## config.mk

```make
export PLATFORM = sky130hd
export DESIGN_NAME = pahle_ctrl
export DESIGN_NICKNAME = d
export VERILOG_FILES = /design/src/hw/rtl/planar_ascii_hex_line_encoder_unit_macros.svh /design/src/hw/rtl/pahle_pkg.sv /design/src/hw/rtl/pahle_ctrl.sv
export SDC_FILE = /design/constraint.sdc
export NUM_CORES = 1
export LEC_CHECK = 0
export ABC_AREA = 1
export BUFFER_PORTS_ARGS = -buffer_cell sky130_fd_sc_hd__buf_2
export CAP_MARGIN = 0
export CELL_PAD_IN_SITES_DETAIL_PLACEMENT = 1
export CELL_PAD_IN_SITES_GLOBAL_PLACEMENT = 1
export CORE_AREA = 10 10 47 49
export CTS_BUF_LIST = sky130_fd_sc_hd__clkbuf_2
export CTS_CLUSTER_DIAMETER = 80
export DETAILED_ROUTE_END_ITERATION = 16
export DIE_AREA = 0 0 57 59
export PLACE_DENSITY = 0.45
export SLEW_MARGIN = 20
export SYNTH_ARGS = -nofsm -noshare
export SYNTH_HDL_FRONTEND = slang
export SYNTH_SLANG_ARGS = --single-unit
```

## constraint.sdc

```tcl
create_clock -name clk -period 0.8 [get_ports clk]
set_input_delay 0.16 -clock clk [delete_from_list [all_inputs] [get_ports clk]]
set_output_delay 0.16 -clock clk [all_outputs]
set_load 0.01 [all_outputs]
```

## src/hw/rtl/planar_ascii_hex_line_encoder_unit_macros.svh

```systemverilog
// assertion macros for the ascii hex line encoder
// used by the top level only; expects clk and rst in scope
`ifndef PLANAR_ASCII_HEX_LINE_ENCODER_UNIT_MACROS_SVH
`define PLANAR_ASCII_HEX_LINE_ENCODER_UNIT_MACROS_SVH

// same-cycle implication, checked outside reset
`define PAHLE_ASSERT_NOW(label, ante, cons, msg) \
  label: assert property (@(posedge clk) disable iff (rst) (ante) |-> (cons)) \
    else $error(msg);

// next-cycle implication, checked outside reset
`define PAHLE_ASSERT_NEXT(label, ante, cons, msg) \
  label: assert property (@(posedge clk) disable iff (rst) (ante) |=> (cons)) \
    else $error(msg);

`endif

```

## src/hw/rtl/pahle_pkg.sv

```systemverilog
// shared types and codes for the ascii hex line encoder
// no dependencies; used by the controller, datapath and top level
package pahle_pkg;

  // input item kinds (carried in tuser)
  localparam logic OP_LOAD = 1'b0;
  localparam logic OP_PULL = 1'b1;

  // configuration register file
  localparam int CFG_ADDR_W   = 3;
  localparam int CFG_DATA_W   = 32;
  localparam int MODE_W       = 2;
  localparam int LINE_WIDTH_W = 13;
  localparam logic REG_BAND_MODE  = 1'b0;
  localparam logic REG_LINE_WIDTH = 1'b1;

  // band mode codes; any other code acts as single band
  localparam logic [MODE_W-1:0] MODE_LAB       = 2'd0;
  localparam logic [MODE_W-1:0] MODE_FOUR_BAND = 2'd1;
  localparam logic [MODE_W-1:0] MODE_ONE_BAND  = 2'd2;

  localparam logic [MODE_W-1:0]       BAND_MODE_RST  = MODE_LAB;
  localparam logic [LINE_WIDTH_W-1:0] LINE_WIDTH_RST = 13'd4096;

  // controller to datapath commands
  typedef struct packed {
    logic load;      // load item accepted
    logic pull;      // pull item accepted with a line ready
    logic fetch;     // store read data valid, form the byte
    logic emit_adv;  // current character taken by the sink
  } cmd_t;

  // datapath to controller status
  typedef struct packed {
    logic line_ready;  // complete line waits to be drained
    logic last_char;   // character on the output is the final one of the pull
  } stat_t;

endpackage

```

## src/hw/rtl/pahle_ctrl.sv

```systemverilog
// controller fsm: item acceptance, store fetch, character emission
// depends on pahle_pkg
module pahle_ctrl (
  input  logic             clk,
  input  logic             rst,
  input  logic             in_valid,
  input  logic             in_op,
  output logic             in_ready,
  output logic             out_valid,
  input  logic             out_ready,
  output pahle_pkg::cmd_t  cmd,
  input  pahle_pkg::stat_t stat
);

  localparam logic [1:0] ST_IDLE  = 2'd0;
  localparam logic [1:0] ST_FETCH = 2'd1;
  localparam logic [1:0] ST_EMIT  = 2'd2;

  logic [1:0] state;
  logic [1:0] state_next;

  // next state and commands
  always_comb begin
    state_next = state;
    in_ready   = 1'b0;
    out_valid  = 1'b0;
    cmd        = '0;
    unique case (state)
      ST_IDLE: begin
        in_ready = 1'b1;
        if (in_valid) begin
          if (in_op == pahle_pkg::OP_LOAD) begin
            cmd.load = 1'b1;
          end else if (stat.line_ready) begin
            cmd.pull   = 1'b1;
            state_next = ST_FETCH;
          end
        end
      end
      ST_FETCH: begin
        cmd.fetch  = 1'b1;
        state_next = ST_EMIT;
      end
      ST_EMIT: begin
        out_valid = 1'b1;
        if (out_ready) begin
          cmd.emit_adv = 1'b1;
          if (stat.last_char) begin
            state_next = ST_IDLE;
          end
        end
      end
      default: begin
        state_next = ST_IDLE;
      end
    endcase
  end

  // state register
  always_ff @(posedge clk) begin
    if (rst) begin
      state <= ST_IDLE;
    end else begin
      state <= state_next;
    end
  end

endmodule

```

# Word level (Yosys, flattened, before mapping)
# Index checks and enable logic that the tools add are counted.
# word_totals
word_cells	26
output_inout_bits	6
inputBits	7
register_bits	2
# op_classes
n_eq_ne	7
n_reduce_logical	2
muxes	16
# op_table
cell	n
$mux W2	7
$ne A2 B2 Y1 const B	5
$mux W1	8
$pmux W2 S3	1
$reduce_and A5 Y1	1
$eq A2 B1 Y1 const B	1
$eq A2 B2 Y1 const B	1
$logic_not A2 Y1	1

# Depth between registers and ports, before layout
# Gate-level depths: netlist (run 1).
# depth
depth_word	4
depth_mapped	3
depth_no_buf	3

# Worst setup path before layout (run 1)
# Ideal clock, no wire load.
# synth_timing
path_kind	register to output
startpoint	register state[0]
endpoint	output port cmd[3] (netlist bit)
required_time_ps	640
path_buffers	0
setup_slack_ps	-104
arrival_ps	744
stages_incl_launch_ff	4
path_cell_list	dfxtp_1 > nor2_2 > nand2_1 > nor2_1
# synth_rtl
item	line	rtl
start, declared	pahle_ctrl.sv:19	logic [1:0] state;
start signal, assigned	pahle_ctrl.sv:64	state <= state_next;
end, declared	pahle_ctrl.sv:11	output pahle_pkg::cmd_t cmd,

==> key figures, run 1 <==
Status
  – Status: finished with violations
  – Failing checks: setup timing

Routing
  – First drt pass iteration count: 1
  – 1st-iter DRT viols: 0
  – Drc violations: 0
  – Via-per-instance ratio: 3.47
  – Routed Wire Length: roughly 570 um
  – Wire per inst: approximately 10 um
  – ANT nets after route: 0
  – Via Count: 191

Timing
  – Final Setup Violations: 7
  – Fmax: 0.935 GHz
  – Rel. slew slack: roughly nine tenths
  – Min setup slack post-route: -0.269 ns
  – Slew Limit Fails: 0
  – Final setup TNS: -1.41 ns
  – Crit share post-route: 134%
  – Clock skew: ~0.00011 ns
  – Final Hold Violating Endpoints: 0
  – RSZ-0062 raised after global routing: true
  – Worst-Margin Slew: ~0.16 ns
  – Minimum clock period: roughly 1.1 ns

Logic synthesis
  – Yosys warns: 0
  – Mux cell area share after synthesis: 0%
  – Post-Syn Area: 120 um2
  – Synth Area per Inst: about 6 um2
  – Post-synthesis simple-gate area fraction: about 44%
  – Seq cells post-synth: 2
  – Post-Synth Adder-Cell Area: 0%
  – Synth cell types: 9
  – Seq/Total Area, Yosys: 33.3%
  – Syn Nets: 27
  – Synth Area in XOR/XNOR: 0%
  – Fraction of the mapped netlist area in compound gates: under 10%
  – Largest family of logic cells by synthesized area: simple AND/OR/NAND/NOR gates
  – Cell count after synthesis: 20

Clock tree
  – CTS max path bufs: 2
  – Clk_lat worst skew: between 0.15 and 0.2 ns
  – CTS HTree Levels: 1
  – TritonCTS Buffers: 3
  – Clk slew on worst S/H paths: about 0.03 ns
  – Clock sinks: 2
  – CTS Root Cell: clkbuf_2
  – TritonCTS clock tree: yes
  – CTS hold repair buffers: 0

Global route
  – Global-route wire length before repair: around 960 um
  – Vias in the first global route: 236
  – Initial antenna violation count: 0
  – Total gr overflow: 0
  – Overall Global Routing Usage: between 4 and 5%
  – Largest net degree at the start of global routing: 5

Floorplanning
  – IO Count: 13
  – Rows: 14
  – Die area: 3360 um2
  – Die Ht: between 50 and 60 um
  – Initial core utilization: 8.57%
  – Core area: between 1000 and 1500 um2
  – Die W: 57 um

Finish
  – Share of cells above drive strength 1: 71.8%
  – Finished Core Util: 20.6%
  – Top reg by flops: state
  – Finished Layout Cells: 55
  – Final Net Count: between 40 and 50
  – Diode count: 0
  – Max reg flops: 2
  – Layout area overhead: 141%
  – Largest regs: state x2

Setup path
  – Reg-to-reg slack, setup: -0.04 ns
  – RR Endpoint: state[0]$_SDFFE_PP0P_
  – Reg2Reg Depth: 4
  – Critical Path Start Type: flop
  – Critical path class: reg2out
  – Worst Path Required: ~0.64 ns
  – R2r startpoint: state[1]$_SDFFE_PP0P_
  – Critical Path AT: between 0.9 and 1 ns
  – CP Capture Type: primary output
  – Worst-path maximum fanout: 4

Placed design
  – I/O Buffers: 12
  – Placed Cells: 52
  – Global placer's final weighted congestion: 0.629
  – Dpl hpwl: 466 um

Power and ir drop
  – Leakage power: roughly 0.00016 uW
  – Cell Int Power: approximately 250 uW
  – Switch Pwr: 101 uW
  – Comb pwr share: about 26%
  – Flop pwr share: 30.2%
  – VDD IR max: about 0.35 mV
  – Clock power frac: between 40% and 50%
  – Pwr Density: ~1200 nW/um2
  – Sw frac: between 20 and 30%

Hold path
  – Hold Crit Start: rst
  – Hold EP: state[0]$_SDFFE_PP0P_
  – Hold Path Depth: 2
  – Worst Hold Class: in2reg

Job
  – Maxcap violations: 0
through the flow:
stage	hold WS [ns]	cell area [um2]	power, uW	setup slack (ns)
after floorplan	0.229	135	140	-0.0339
after global placement	0.352	245	187	-0.0975
after detailed placement	0.356	245	188	-0.105
after CTS	0.133	274	360	-0.306
after global routing	0.160	289	391	-0.361
final	0.174	289	350	-0.269
power by group through the flow:
stage	Sequential (uW)	Combinational, uW	Clock (uW)
4_1_cts	106	84.7	170
3_3_place_gp	109	77.9	0
3_5_place_dp	109	78.9	0
6_report	106	89.5	155
5_1_grt	106	102	183
2_1_floorplan	108	31.6	0
per-layer routing:
metal	track usage [%]	vias to the layer above	part of all wire [%]
li1	-	96	-
met1	3.32	78	33
met3	6.01	0	27
met2	4.34	17	40
met4	3.02	0	0
met5	0	-	0
cells in the final DEF (no fill, tap or decap), drive strengths merged:
cell | netlist | routed
nand2 | 4 | 4
inv | 6 | 6
nor2 | 4 | 4
a21oi | 1 | 1
nand3 | 2 | 2
buf | 0 | 16
clkbuf | 0 | 3
dfxtp | 2 | 2
nor3 | 1 | 1
synth_stat cells, drive strengths merged:
cell type | n | area, um2
nand2 | 4 | 15.0
nand3 | 2 | 10.0
nor2 | 4 | 17.5
inv | 6 | 22.5
dfxtp | 2 | 40.0
nor3 | 1 | 10.0
a21oi | 1 | 5.00
final cells by class:
type	instances	area, um2
inverter	6	22.5
multi-input combinational	12	81.3
timing repair buffer	16	105
fill	187	1110
sequential	2	45.0
tap	16	20.0
clock buffer	3	15.0
worst max-delay path, stage by stage (launching register included):
cell,delay (ns)
dfxtp_2,0.33
nor2_4,0.14
inv_2,0.06
nor2_4,0.08
buf_6,0.11
worst max path at each step:
| stage | from | end | slack [ns] | cells after the start |
|---|---|---|---|---|
| after floorplan | state[0]$_SDFFE_PP0P_ | cmd[3] | -0.03 | 3 |
| after global placement | state[0]$_SDFFE_PP0P_ | cmd[3] | -0.1 | 4 |
| after detailed placement | state[0]$_SDFFE_PP0P_ | cmd[3] | -0.11 | 4 |
| after CTS | state[1]$_SDFFE_PP0P_ | cmd[2] | -0.31 | 4 |
| after global routing | state[1]$_SDFFE_PP0P_ | cmd[3] | -0.36 | 4 |
| final | state[1]$_SDFFE_PP0P_ | cmd[2] | -0.27 | 4 |
kinds of logic after synthesis:
logic type	count (synthesis)
simple gates	11
buf+inv	6
flops	2
compound gates	1
repair_timing:
item	4_1_cts	5_1_grt
setup buffers	0	0
setup endpoints to repair	7	7
gates resized for setup	6	3
pin swaps	1	0
(Power assumes the default switching activity.)
==> run 2: changes to the inputs <==
PLACE_DENSITY = 0.5   (was 0.45)
==> run 2 against run 1 <==
The run still ends with setup timing left. Combinational power fell by 19%. Critical path depth did not move. Via count fell by 12%. Clock power barely moved. Setup slack improved by 0.0053 ns. Total power fell by 4.8%. Final area fell by 11%. Sequential cell count did not move. Critical endpoint is now cmd[3]. Largest cell class unchanged.
==> key figures, run 2 (synthesis gave the netlist of run 1 again) <==
Floorplanning
  – Die Ht: 59 um (unchanged)
  – IO Count: 13 (unchanged)
  – Core area: 1400 um2 (unchanged)
  – Initial core utilization: 8.57% (unchanged)
  – Rows: 14 (unchanged)
  – Die W: 57 um (unchanged)
  – Die area: 3360 um2 (unchanged)

Clock tree
  – Clk slew on worst S/H paths: 0.03 ns (about the same)
  – CTS HTree Levels: 1 (unchanged)
  – CTS hold repair buffers: 0 (unchanged)
  – Clock sinks: 2 (unchanged)
  – CTS max path bufs: 2 (unchanged)
  – TritonCTS Buffers: 3 (unchanged)
  – TritonCTS clock tree: yes
  – Clk_lat worst skew: 0.19 ns (about the same)
  – Post-CTS setup buffer count: 0 (unchanged)
  – CTS Root Cell: clkbuf_2

Hold path
  – Hold Crit Start: rst
  – Worst Hold Class: in2reg

Routing
  – ANT nets after route: 0 (unchanged)
  – First drt pass iteration count: 1 (unchanged)
  – Via-per-instance ratio: 3.17 (-8.7%)
  – Wire per inst: 9.42 um (-8.8%)
  – Via Count: 168 (-12%)
  – Drc violations: 0 (unchanged)
  – 1st-iter DRT viols: 0 (unchanged)
  – Routed Wire Length: 499 um (-12%)

Setup path
  – Critical Path AT: 0.90 ns (about the same)
  – Critical Path Start: state[1]$_SDFFE_PP0P_
  – Critical path class: reg2out
  – R2r startpoint: state[1]$_SDFFE_PP0P_
  – Delay-heaviest family, CP: flip-flops
  – Worst-path maximum fanout: 4 (unchanged)
  – Worst Path Required: 0.64 ns (about the same)
  – Critical Path Start Type: flop
  – Buf/Inv on CP: 1 (-1)
  – Crit path max-delay cell type: dfxtp_2
  – CP max stage delay: 0.33 ns (about the same)
  – Crit-path cells: nor2_4, nand2_1, nor2_2, buf_2
  – CP Capture Type: primary output

Finish
  – Top reg by flops: state
  – Layout area overhead: 114%
  – Share of cells above drive strength 1: 67.6% (-4.2 points)
  – Max reg flops: 2 (unchanged)
  – Commonest cells after routing, fill and taps aside: buf_2 (11), inv_1 (4), nand2_1 (4)
  – Finished Layout Cells: 53 (-3.6%)
  – Diode count: 0 (unchanged)
  – Final Net Count: 46 (-4.2%)
  – Largest regs: state x2
  – Most common cell after layout, fill and taps aside: buf_2

Power and ir drop
  – Flop pwr share: 31.7% (+1.5 points)
  – Cell Int Power: 238 uW (-4.2%)
  – Clock power frac: 46.7% (+2.5 points)
  – Pwr Density: 1300 nW/um2 (+7.3%)
  – VDD IR max: 0.491 mV (+40%)
  – Leakage power: 0.000149 uW (-8.5%)
  – Comb pwr share: 21.7% (-3.9 points)
  – Switch Pwr: 94.9 uW (-6.1%)
  – Sw frac: 28.5% (-0.41 points)

Placed design
  – Pre-CTS setup slack: -0.0855 ns (+0.0197 ns)
  – Placed Cells: 50 (-3.8%)
  – I/O Buffers: 12 (unchanged)
  – Global placer's final weighted congestion: 0.591 (-6.2%)
  – Dpl hpwl: 415 um (-11%)

Global route
  – Total gr overflow: 0 (unchanged)
  – Vias in the first global route: 192 (-19%)
  – Global-route wire length before repair: 731 um (-24%)
  – Initial antenna violation count: 0 (unchanged)
  – Overall Global Routing Usage: 3.15% (-0.86 points)
  – Largest net degree at the start of global routing: 5 (unchanged)

Timing
  – Crit share post-route: 133% (-0.67 points)
  – Final Hold Violating Endpoints: 0 (unchanged)
  – Rel. slew slack: 89.0% (-0.58 points)
  – Final Setup Violations: 6 (-1)
  – Slew Limit Fails: 0 (unchanged)
  – Minimum clock period: 1.06 ns (-0.00533 ns)
  – Fmax: 0.940 GHz (+0.50%)
  – RSZ-0062 raised after global routing: true
  – Min setup slack post-route: -0.264 ns (+0.00533 ns)
  – Worst-Margin Slew: 0.165 ns (+0.00870 ns)
  – Clock skew: 0.000284 ns (+0.000170 ns)

Status
  – Failing checks: setup timing
  – Status: finished with violations

Job
  – Maxcap violations: 0 (unchanged)
[run 2: cell type report]
| type | count | area [um2] |
|---|---|---|
| sequential | 2 | 45.0 |
| inverter | 6 | 22.5 |
| tap | 16 | 20.0 |
| clock buffer | 3 | 15.0 |
| fill | 183 | 1140 |
| timing repair buffer | 14 | 81.3 |
| multi-input combinational | 12 | 72.6 |
[run 2: through the flow]
stage | utilization (%) | hold WS, ns | setup TNS [ns] | area, um2 | power (uW)
after floorplan | - | 0.229 | -0.0339 | 135 | 140
after global routing | 18.3 | 0.128 | -1.75 | 256 | 366
after CTS | 18.1 | 0.130 | -1.40 | 254 | 352
final | 18.3 | 0.140 | -1.22 | 256 | 333
after detailed placement | 16.4 | 0.345 | -0.353 | 230 | 179
after global placement | 16.4 | 0.350 | -0.324 | 230 | 179
[run 2: worst reg2reg max path: stages (launching register included)]
cell     delay (ns)
dfxtp_2        0.33
nor2_4         0.12
inv_2          0.06
buf_4          0.13
nor3_2         0.08
[run 2: repair_timing]
| action | in CTS | in global routing |
|---|---|---|
| cloned | 0 | 0 |
| gates resized for setup | 4 | 1 |
| endpoints found under the setup margin | 7 | 7 |
| hold endpoints to repair | 0 | 0 |
| pin swaps | 1 | 0 |
[run 2: worst paths after layout]
path / to / slack [ns] / cells past startpoint
max reg2reg: state[0]$_SDFFE_PP0P_ / 0.01 / 4
min reg2reg: state[1]$_SDFFE_PP0P_ / 0.52 / 2
max: cmd[3] / -0.26 / 4
min: state[0]$_SDFFE_PP0P_ / 0.14 / 2
[run 2: routing by layer]
metal	wire, um	global-route usage, %	vias to the layer above
met3	58	1.93	0
met4	0	4.03	0
li1	-	-	92
met1	166	2.37	70
met2	273	4.96	6
met5	0	0	-
[run 2: power groups by stage]
| stage | clock network (uW) | registers, uW | logic, uW |
|---|---|---|---|
| after detailed placement | 0 | 109 | 70.7 |
| after global placement | 0 | 109 | 70.1 |
| after CTS | 170 | 108 | 74.0 |
| after floorplan | 0 | 108 | 31.6 |
| final | 155 | 106 | 72.1 |
| after global routing | 180 | 106 | 79.6 |
